<file path="config.mk">
export PLATFORM = sky130hd
export DESIGN_NAME = affine_cipher_symbol
export DESIGN_NICKNAME = d
export VERILOG_FILES = /design/src/hw/rtl/acs_pkg.sv /design/src/hw/rtl/acs_div.sv /design/src/hw/rtl/acs_ctrl.sv /design/src/hw/rtl/affine_cipher_symbol.sv
export SDC_FILE = /design/constraint.sdc
export NUM_CORES = 1
export LEC_CHECK = 0
export BUFFER_PORTS_ARGS = -buffer_cell sky130_fd_sc_hd__buf_4
export CAP_MARGIN = 40
export CORE_ASPECT_RATIO = 1.75
export CORE_MARGIN = 2
export CORE_UTILIZATION = 44
export CTS_CLUSTER_SIZE = 16
export DETAILED_ROUTE_END_ITERATION = 8
export GPL_ROUTABILITY_DRIVEN = 0
export GPL_TIMING_DRIVEN = 0
export SETUP_SLACK_MARGIN = 0.5
export SLEW_MARGIN = 0
export SYNTH_ARGS = -nofsm -noshare
export SYNTH_HDL_FRONTEND = slang
export SYNTH_SLANG_ARGS = --single-unit
export TNS_END_PERCENT = 30
</file>
<file path="constraint.sdc">
create_clock -name clk -period 21.2 [get_ports clk]
set_input_delay 4.24 -clock clk [delete_from_list [all_inputs] [get_ports clk]]
set_output_delay 4.24 -clock clk [all_outputs]
set_load 0.1 [all_outputs]
</file>
<file path="src/hw/rtl/acs_pkg.sv">
// Shared types, register indexes, status codes and reset values for the
// affine cipher symbol block. No dependencies.
`default_nettype none

package acs_pkg;

  localparam int SYMBOL_BITS_DEF = 8;

  localparam int KEY_W      = 8;
  localparam int ASZ_W      = 9;
  localparam int CFG_IDX_W  = 2;
  localparam int CFG_DATA_W = 9;
  localparam int STATUS_W   = 2;

  // Configuration register indexes.
  localparam logic [CFG_IDX_W-1:0] CFG_KEY_MULT   = 2'd0;
  localparam logic [CFG_IDX_W-1:0] CFG_KEY_ADD    = 2'd1;
  localparam logic [CFG_IDX_W-1:0] CFG_ALPHA_SIZE = 2'd2;

  // Register values after reset.
  localparam logic [KEY_W-1:0] KEY_MULT_RST   = 8'd1;
  localparam logic [KEY_W-1:0] KEY_ADD_RST    = 8'd0;
  localparam logic [ASZ_W-1:0] ALPHA_SIZE_RST = 9'd26;

  // Result status codes.
  localparam logic [STATUS_W-1:0] ST_OK    = 2'd0;
  localparam logic [STATUS_W-1:0] ST_RANGE = 2'd1;
  localparam logic [STATUS_W-1:0] ST_NOINV = 2'd2;

  // Opcode of an encrypt request.
  localparam logic OP_ENC = 1'b0;

  typedef struct packed {
    logic [KEY_W-1:0] key_mult;
    logic [KEY_W-1:0] key_add;
    logic [ASZ_W-1:0] alpha_size;
  } cfg_t;

endpackage

`default_nettype wire

</file>
<file path="src/hw/rtl/acs_div.sv">
// Shared restoring divider, one quotient bit per cycle, with a long and a
// short dividend mode. Depends on nothing but its parameters.
`default_nettype none

module acs_div #(
  parameter int DW = 16,
  parameter int MW = 9
) (
  input  wire logic          clk,
  input  wire logic          rst_n,
  input  wire logic          start,
  input  wire logic          long_mode,
  input  wire logic [DW-1:0] dividend,
  input  wire logic [MW-1:0] divisor,
  output logic               done,
  output logic [MW-1:0]      quo,
  output logic [MW-1:0]      rem
);

  localparam int CNT_W = $clog2(DW + 1);

  logic             busy_r;
  logic             done_r;
  logic [CNT_W-1:0] cnt_r;
  logic [DW-1:0]    dvd_r;
  logic [MW-1:0]    dvs_r;
  logic [MW-1:0]    rem_r;
  logic [MW-1:0]    quo_r;

  logic [MW:0]      trial;
  logic [MW:0]      diff;
  logic             ge;
  logic [MW-1:0]    rem_nxt;

  assign trial   = {rem_r, dvd_r[DW-1]};
  assign ge      = trial >= {1'b0, dvs_r};
  assign diff    = trial - {1'b0, dvs_r};
  assign rem_nxt = ge ? diff[MW-1:0] : trial[MW-1:0];

  always_ff @(posedge clk) begin
    if (!rst_n) begin
      busy_r <= 1'b0;
      done_r <= 1'b0;
      cnt_r  <= '0;
    end else begin
      done_r <= 1'b0;
      if (start) begin
        busy_r <= 1'b1;
        cnt_r  <= long_mode ? CNT_W'(DW) : CNT_W'(MW);
        // The short mode only walks the low MW bits of the dividend.
        dvd_r  <= long_mode ? dividend : {dividend[MW-1:0], {(DW-MW){1'b0}}};
        dvs_r  <= divisor;
        rem_r  <= '0;
        quo_r  <= '0;
      end else if (busy_r) begin
        dvd_r <= {dvd_r[DW-2:0], 1'b0};
        rem_r <= rem_nxt;
        quo_r <= {quo_r[MW-2:0], ge};
        cnt_r <= cnt_r - CNT_W'(1);
        if (cnt_r == CNT_W'(1)) begin
          busy_r <= 1'b0;
          done_r <= 1'b1;
        end
      end
    end
  end

  assign done = done_r;
  assign quo  = quo_r;
  assign rem  = rem_r;

  a_done_single: assert property (@(posedge clk) disable iff (!rst_n)
    done_r |=> !done_r)
    else $error("divider done held for more than one cycle");

  a_rem_below_divisor: assert property (@(posedge clk) disable iff (!rst_n)
    done_r |-> (rem_r < dvs_r))
    else $error("divider remainder not below divisor");

  a_start_busy: assert property (@(posedge clk) disable iff (!rst_n)
    start |=> busy_r)
    else $error("divider did not start");

endmodule

`default_nettype wire

</file>
<file path="src/hw/rtl/acs_ctrl.sv">
// Sequencer and datapath for one symbol request: key reduction, encrypt,
// extended Euclid inverse and decrypt. Uses acs_pkg and acs_div.
`default_nettype none

module acs_ctrl #(
  parameter int SYMBOL_BITS = acs_pkg::SYMBOL_BITS_DEF
) (
  input  wire logic                          clk,
  input  wire logic                          rst_n,
  input  wire acs_pkg::cfg_t                 cfg,
  input  wire logic                          in_valid,
  output logic                               in_ready,
  input  wire logic                          in_opcode,
  input  wire logic [SYMBOL_BITS-1:0]        in_symbol,
  output logic                               res_valid,
  input  wire logic                          res_ready,
  output logic [SYMBOL_BITS-1:0]             res_sym,
  output logic [acs_pkg::STATUS_W-1:0]       res_status
);

  localparam int SB = SYMBOL_BITS;
  localparam int MW = SB + 1;
  localparam int SW = MW + 1;
  localparam int DW = (2 * SB > acs_pkg::KEY_W) ? 2 * SB : acs_pkg::KEY_W;
  localparam int XW = (MW > acs_pkg::ASZ_W) ? MW : acs_pkg::ASZ_W;
  localparam logic [XW-1:0] MAX_MOD = XW'(1) << SB;

  localparam logic [3:0] S_IDLE = 4'd0;
  localparam logic [3:0] S_KA   = 4'd1;
  localparam logic [3:0] S_KAW  = 4'd2;
  localparam logic [3:0] S_KBW  = 4'd3;
  localparam logic [3:0] S_ENC  = 4'd4;
  localparam logic [3:0] S_EU   = 4'd5;
  localparam logic [3:0] S_EUW  = 4'd6;
  localparam logic [3:0] S_INV  = 4'd7;
  localparam logic [3:0] S_DMUL = 4'd8;
  localparam logic [3:0] S_RESW = 4'd9;
  localparam logic [3:0] S_DONE = 4'd10;

  logic [3:0]                    state_r;
  logic                          op_r;
  logic [SB-1:0]                 p_r;
  logic [MW-1:0]                 m_r;
  logic [MW-1:0]                 a_r;
  logic [MW-1:0]                 b_r;
  logic [MW-1:0]                 r0_r;
  logic [MW-1:0]                 r1_r;
  logic signed [SW-1:0]          s0_r;
  logic signed [SW-1:0]          s1_r;
  logic [SB-1:0]                 res_r;
  logic [acs_pkg::STATUS_W-1:0]  status_r;

  logic [XW-1:0]                 asz_x;
  logic [MW-1:0]                 m_new;
  logic signed [SW-1:0]          mul_x;
  logic signed [SW-1:0]          mul_y;
  logic signed [2*SW-1:0]        mul_p;
  logic signed [SW-1:0]          s1_nxt;
  logic signed [SW-1:0]          m_s;
  logic signed [SW-1:0]          inv_s;
  logic [MW:0]                   d_sum;
  logic [MW:0]                   d_red;

  logic                          div_start;
  logic                          div_long;
  logic [DW-1:0]                 div_dvd;
  logic [MW-1:0]                 div_dvs;
  logic                          div_done;
  logic [MW-1:0]                 div_quo;
  logic [MW-1:0]                 div_rem;

  // Effective modulus: alpha_size clamped into 2 .. 2^SB.
  assign asz_x = XW'(cfg.alpha_size);
  always_comb begin
    if (asz_x < XW'(2)) begin
      m_new = MW'(2);
    end else if (asz_x > MAX_MOD) begin
      m_new = MAX_MOD[MW-1:0];
    end else begin
      m_new = asz_x[MW-1:0];
    end
  end

  // One shared multiplier; all operands but s1 are non-negative.
  always_comb begin
    unique case (state_r)
      S_ENC: begin
        mul_x = {1'b0, a_r};
        mul_y = {2'b00, p_r};
      end
      S_DMUL: begin
        mul_x = {1'b0, a_r};
        mul_y = {1'b0, b_r};
      end
      default: begin
        mul_x = {1'b0, div_quo};
        mul_y = s1_r;
      end
    endcase
  end

  assign mul_p  = mul_x * mul_y;
  assign s1_nxt = s0_r - signed'(mul_p[SW-1:0]);

  // Bring the Bezout coefficient into 0 .. m-1 and form (p - b) mod m.
  assign m_s = signed'({1'b0, m_r});
  always_comb begin
    if (s0_r < 0) begin
      inv_s = s0_r + m_s;
    end else if (s0_r >= m_s) begin
      inv_s = s0_r - m_s;
    end else begin
      inv_s = s0_r;
    end
  end

  assign d_sum = {1'b0, m_r} + {2'b00, p_r} - {1'b0, b_r};
  assign d_red = (d_sum >= {1'b0, m_r}) ? d_sum - {1'b0, m_r} : d_sum;

  // Divider requests.
  always_comb begin
    div_start = 1'b0;
    div_long  = 1'b1;
    div_dvd   = '0;
    div_dvs   = m_r;
    unique case (state_r)
      S_KA: begin
        div_start = 1'b1;
        div_dvd   = DW'(cfg.key_mult);
      end
      S_KAW: begin
        div_start = div_done;
        div_dvd   = DW'(cfg.key_add);
      end
      S_ENC: begin
        div_start = 1'b1;
        div_dvd   = mul_p[DW-1:0] + DW'(b_r);
      end
      S_EU: begin
        div_start = (r1_r != '0);
        div_long  = 1'b0;
        div_dvd   = DW'(r0_r);
        div_dvs   = r1_r;
      end
      S_DMUL: begin
        div_start = 1'b1;
        div_dvd   = mul_p[DW-1:0];
      end
      default: begin
        div_start = 1'b0;
      end
    endcase
  end

  acs_div #(
    .DW(DW),
    .MW(MW)
  ) u_div (
    .clk       (clk),
    .rst_n     (rst_n),
    .start     (div_start),
    .long_mode (div_long),
    .dividend  (div_dvd),
    .divisor   (div_dvs),
    .done      (div_done),
    .quo       (div_quo),
    .rem       (div_rem)
  );

  always_ff @(posedge clk) begin
    if (!rst_n) begin
      state_r <= S_IDLE;
    end else begin
      unique case (state_r)
        S_IDLE: begin
          if (in_valid) begin
            op_r <= in_opcode;
            p_r  <= in_symbol;
            m_r  <= m_new;
            if ({1'b0, in_symbol} >= m_new) begin
              res_r    <= '0;
              status_r <= acs_pkg::ST_RANGE;
              state_r  <= S_DONE;
            end else begin
              state_r <= S_KA;
            end
          end
        end
        S_KA: begin
          state_r <= S_KAW;
        end
        S_KAW: begin
          if (div_done) begin
            a_r     <= div_rem;
            state_r <= S_KBW;
          end
        end
        S_KBW: begin
          if (div_done) begin
            b_r <= div_rem;
            if (op_r == acs_pkg::OP_ENC) begin
              state_r <= S_ENC;
            end else begin
              r0_r    <= m_r;
              r1_r    <= a_r;
              s0_r    <= '0;
              s1_r    <= SW'(1);
              state_r <= S_EU;
            end
          end
        end
        S_ENC: begin
          state_r <= S_RESW;
        end
        S_EU: begin
          if (r1_r == '0) begin
            if (r0_r == MW'(1)) begin
              state_r <= S_INV;
            end else begin
              res_r    <= '0;
              status_r <= acs_pkg::ST_NOINV;
              state_r  <= S_DONE;
            end
          end else begin
            state_r <= S_EUW;
          end
        end
        S_EUW: begin
          if (div_done) begin
            r0_r    <= r1_r;
            r1_r    <= div_rem;
            s0_r    <= s1_r;
            s1_r    <= s1_nxt;
            state_r <= S_EU;
          end
        end
        S_INV: begin
          a_r     <= inv_s[MW-1:0];
          b_r     <= d_red[MW-1:0];
          state_r <= S_DMUL;
        end
        S_DMUL: begin
          state_r <= S_RESW;
        end
        S_RESW: begin
          if (div_done) begin
            res_r    <= div_rem[SB-1:0];
            status_r <= acs_pkg::ST_OK;
            state_r  <= S_DONE;
          end
        end
        S_DONE: begin
          if (res_ready) begin
            state_r <= S_IDLE;
          end
        end
        default: begin
          state_r <= S_IDLE;
        end
      endcase
    end
  end

  assign in_ready   = (state_r == S_IDLE);
  assign res_valid  = (state_r == S_DONE);
  assign res_sym    = res_r;
  assign res_status = status_r;

  a_busy_after_accept: assert property (@(posedge clk) disable iff (!rst_n)
    (in_valid && in_ready) |=> !in_ready)
    else $error("request taken while a symbol is in work");

  a_ok_in_range: assert property (@(posedge clk) disable iff (!rst_n)
    (res_valid && res_status == acs_pkg::ST_OK) |-> ({1'b0, res_sym} < m_r))
    else $error("result symbol not below the modulus");

  a_err_zero: assert property (@(posedge clk) disable iff (!rst_n)
    (res_valid && res_status != acs_pkg::ST_OK) |-> (res_sym == '0))
    else $error("error result carries a nonzero symbol");

endmodule

`default_nettype wire

</file>
<file path="src/hw/rtl/affine_cipher_symbol.sv">
// Affine cipher on one alphabet index per request: top level with the
// key registers and the output register. Uses acs_pkg and acs_ctrl.
//
// Usage. A request on the in_ channel carries an opcode (encrypt or
// decrypt) and a symbol index; it is taken when in_valid and in_ready are
// both high. Every request gives exactly one result on the out_ channel,
// a symbol index and a status, taken when out_valid and out_ready are both
// high. Keys and the alphabet size are written through cfg_we, cfg_idx and
// cfg_wdata, one register per clock, while no request is in work.
//
// Timing. With DW = max(2*SYMBOL_BITS, 8) and MW = SYMBOL_BITS + 1, one
// shared restoring divider retiring one quotient bit per cycle sets the
// pace. A symbol out of range goes straight to its result. Encrypt reduces
// both keys mod m on the divider and then reduces a*p + b; decrypt reduces
// both keys, runs one short divide per Euclid step and then reduces the
// product of the inverse and (p - b) mod m. in_ready is low while a symbol
// is in work; one request at a time.
//
// Reset (rst_n low at a clock edge) sets key_mult to 1, key_add to 0 and
// the alphabet size to 26, and drops any request in work. While the
// receiver stalls, the result waits in the output register and the next
// request may already be taken and computed behind it.
`default_nettype none

module affine_cipher_symbol #(
  parameter int SYMBOL_BITS = acs_pkg::SYMBOL_BITS_DEF
) (
  input  wire logic                             clk,
  input  wire logic                             rst_n,
  input  wire logic                             in_valid,
  output logic                                  in_ready,
  input  wire logic                             in_opcode,
  input  wire logic [SYMBOL_BITS-1:0]           in_symbol_in,
  output logic                                  out_valid,
  input  wire logic                             out_ready,
  output logic [SYMBOL_BITS-1:0]                out_symbol_out,
  output logic [acs_pkg::STATUS_W-1:0]          out_status,
  input  wire logic                             cfg_we,
  input  wire logic [acs_pkg::CFG_IDX_W-1:0]    cfg_idx,
  input  wire logic [acs_pkg::CFG_DATA_W-1:0]   cfg_wdata
);

  acs_pkg::cfg_t                 cfg_r;

  logic                          res_valid;
  logic                          res_ready;
  logic [SYMBOL_BITS-1:0]        res_sym;
  logic [acs_pkg::STATUS_W-1:0]  res_status;

  logic                          out_valid_r;
  logic [SYMBOL_BITS-1:0]        out_sym_r;
  logic [acs_pkg::STATUS_W-1:0]  out_status_r;

  // Key registers. A write to an index past the list is ignored.
  always_ff @(posedge clk) begin
    if (!rst_n) begin
      cfg_r.key_mult   <= acs_pkg::KEY_MULT_RST;
      cfg_r.key_add    <= acs_pkg::KEY_ADD_RST;
      cfg_r.alpha_size <= acs_pkg::ALPHA_SIZE_RST;
    end else if (cfg_we) begin
      unique case (cfg_idx)
        acs_pkg::CFG_KEY_MULT: begin
          cfg_r.key_mult <= cfg_wdata[acs_pkg::KEY_W-1:0];
        end
        acs_pkg::CFG_KEY_ADD: begin
          cfg_r.key_add <= cfg_wdata[acs_pkg::KEY_W-1:0];
        end
        acs_pkg::CFG_ALPHA_SIZE: begin
          cfg_r.alpha_size <= cfg_wdata[acs_pkg::ASZ_W-1:0];
        end
        default: begin
        end
      endcase
    end
  end

  acs_ctrl #(
    .SYMBOL_BITS(SYMBOL_BITS)
  ) u_ctrl (
    .clk        (clk),
    .rst_n      (rst_n),
    .cfg        (cfg_r),
    .in_valid   (in_valid),
    .in_ready   (in_ready),
    .in_opcode  (in_opcode),
    .in_symbol  (in_symbol_in),
    .res_valid  (res_valid),
    .res_ready  (res_ready),
    .res_sym    (res_sym),
    .res_status (res_status)
  );

  // The output register frees the sequencer as soon as a result is handed
  // over, so the next request can start while this one waits.
  assign res_ready = !out_valid_r || out_ready;

  always_ff @(posedge clk) begin
    if (!rst_n) begin
      out_valid_r <= 1'b0;
    end else if (res_ready) begin
      out_valid_r <= res_valid;
      if (res_valid) begin
        out_sym_r    <= res_sym;
        out_status_r <= res_status;
      end
    end
  end

  assign out_valid      = out_valid_r;
  assign out_symbol_out = out_sym_r;
  assign out_status     = out_status_r;

endmodule

`default_nettype wire

</file>
==> results.cfg <==
[outcome]
outcome = completed

[yosys]
yosysSeqAreaShare_pct = 34.7
synth_area_per_cell_um2 = 9.47
ys.flop_type = edfxtp_1
synth_edf_count = 137
synth_top_area_share_pct = 29.4
yosys_warnings = 0
synth_nets = 1686
netlist_area_um2 = 14000
synthArstFlopShare_pct = 0
netlist_instances = 1475
synthTopCellsByArea = edfxtp_1, ha_1, fa_1
yosysTopAreaCell = edfxtp_1
synth_seq_cells = 174
synth_cell_types = 78

[final_layout]
drive_above_1_share_pct = 8.09
nFillCells = 3052
antenna_cells = 0
layout.nets = 1756
synthToLayoutAreaGrowth_pct = 10.6
multi_input_area_um2 = 8250
area.sequential_um2 = 4850
final_cell_area_um2 = 15400
utilization_pct = 49.2

[detailed_routing]
ant_nets = 0
drc = 0
vias = 11000
drt-total-wl_um = 41100
vias_per_cell = 5.65
dr.pass1.iters = 5
drt_iter0_drc = 703
post_drt_wl_per_cell_um = 21.0

[clocking]
post_cts_buffers = 0
cts-root-buf = clkbuf_16
path_clk_slew_ns = 0.07
clk_latency_ns = 0.45
htreeDepth = 4
post_cts_resized = 0
cts_buffers = 17
cts_tree = done
clock_path_buffers = 2
ctsHoldBuffers = 0
cts_sinks = 174

[sta]
max_freq_mhz = 126
slew_headroom_pct = 47.4
fin_tns_setup_ns = 0
rsz0062_at_grt = false
clock_skew_ns = 0.0117
min_period_over_period_pct = 37.5
hold-worst-slack_ns = 0.422
finalMaxSlewViolations = 0
finalHoldViolations = 0
worstMarginPinSlew_ns = 0.782
fin_crit_ns = 7.94
setup_violations = 0

[grt]
antenna_found_initial = 0
grt-ovfl-total = 0
grtUsageTotal_pct = 25.2
grt_pass1_vias = 11200
grt_max_degree = 27
grt_pass1_wl_um = 63300

[critical_path]
critPathTopFamily = adder cells
r2r_setup_slack_ns = 13.26
cp-start-kind = flip-flop
worst-path-buf-inv = 7
crit_top_cell = fa_1
critPathCaptureType = flip-flop
criticalPathCategory = flip-flop to flip-flop
critPathArrivalTime_ns = 8.12
worstPathMaxFanout = 10
worst_ep_required_time_ns = 21.38
cpPeakStageDelay_ns = 0.55
cp_slowest_cell = fa_1

[floorplanning]
start_util_pct = 44.5
core_area_um2 = 31400
die_h_um = 240
die-width_um = 139
die_area_um2 = 33300
io-pin-count = 37
num_rows = 86

[hold_path]
min_path_type = flip-flop to flip-flop

[placed_design]
dp_hpwl_um = 33900
io_buffers = 36
dpl_cell_area_um2 = 14900

[run]
maxCapViolCount = 0
sequential cells by signal (all words and copies together) (netlist names), 9 cells and up:
name and cells:
cfg_r 25, u_ctrl.u_div.dvd_r 16, u_ctrl.s0_r 10, u_ctrl.s1_r 10, u_ctrl.a_r 9, u_ctrl.b_r 9
u_ctrl.m_r 9, u_ctrl.r0_r 9, u_ctrl.r1_r 9, u_ctrl.u_div.dvs_r 9, u_ctrl.u_div.quo 9, u_ctrl.u_div.rem 9
placed cells by master (no fill, tap or decap), drive strengths merged, types with 5 or more instances in the layout:
master	netlist	final
a221o	5	5
xor2	19	19
or2	11	11
inv	171	176
buf	16	67
o21ai	87	87
nor2	135	135
o22ai	6	6
xnor2	48	48
fa	68	68
o21bai	6	6
ha	118	118
mux2	8	8
and3	14	14
nand2	123	123
a31oi	8	8
clkbuf	43	68
nand2b	39	39
o221ai	7	7
nand4	9	9
and2	27	27
nor2b	44	44
edfxtp	137	137
a21boi	8	8
a21o	26	26
o311ai	5	5
dfxtp	37	37
a22o	5	5
nor3	19	19
nand3	13	13
a22oi	9	9
mux2i	44	44
o31ai	6	6
o21a	12	12
a211oi	12	12
a21oi	75	75
worst paths after layout:
| check | from | to | depth (start not counted) |
|---|---|---|---|
| worst min-delay path | u_ctrl.res_status[1] | out_status[1] | 0 |
| worst max-delay path | u_ctrl.state_r[3] | u_ctrl.u_div.dvd_r[15] | 26 |
| worst max register to register | u_ctrl.state_r[3] | u_ctrl.u_div.dvd_r[15] | 26 |
| worst min register to register | u_ctrl.res_status[1] | out_status[1] | 0 |
per-stage QoR:
step	cells	worst slack (ns)
2_1_floorplan	1475	14.07
3_3_place_gp	1907	12.33
3_5_place_dp	1922	13.35
4_1_cts	1954	13.32
5_1_grt	1954	12.89
6_report	1954	13.26
Yosys cell counts (all sizes together), types with 26 or more instances:
master  number
mux2i       44
nand2b      39
nor2b       44
o21ai       87
inv        171
a21oi       75
a21o        26
edfxtp     137
nor2       135
xnor2       48
and2        27
dfxtp       37
nand2      123
fa          68
clkbuf      43
ha         118
layout make-up:
class / count / share of cell area [%]
Buffer: 59 / 1.55
Clock buffer: 25 / 3.26
Clock inverter: 7 / 0.332
Inverter: 171 / 4.15
Multi-Input combinational cell: 1071 / 53.4
Sequential cell: 174 / 31.4
Tap cell: 396 / 3.21
Timing Repair Buffer: 51 / 2.66
logic make-up (layout without fill, tap and decap cells):
kind of cell | Yosys count | in the layout | share of synthesized area, %
buffers and inverters | 230 | 313 | 6.31
and+or+nand+nor | 462 | 462 | 16.6
adders and majority gates | 186 | 186 | 20.3
DFF | 174 | 174 | 34.7
AOI/OAI and AO/OA | 304 | 304 | 13.9
xor gates and xnor gates | 67 | 67 | 4.25
muxes | 52 | 52 | 3.89
layer usage:
| layer | wire length (um) | track usage, % |
|---|---|---|
| met5 | 0 | 0 |
| met4 | 3700 | 19.5 |
| met3 | 1400 | 3.38 |
| met2 | 21600 | 46.9 |
| met1 | 14400 | 25.3 |
Power is left out: the tool's default activity adds up to more than one toggle a clock period on the data nets, which glitch-free logic cannot reach.
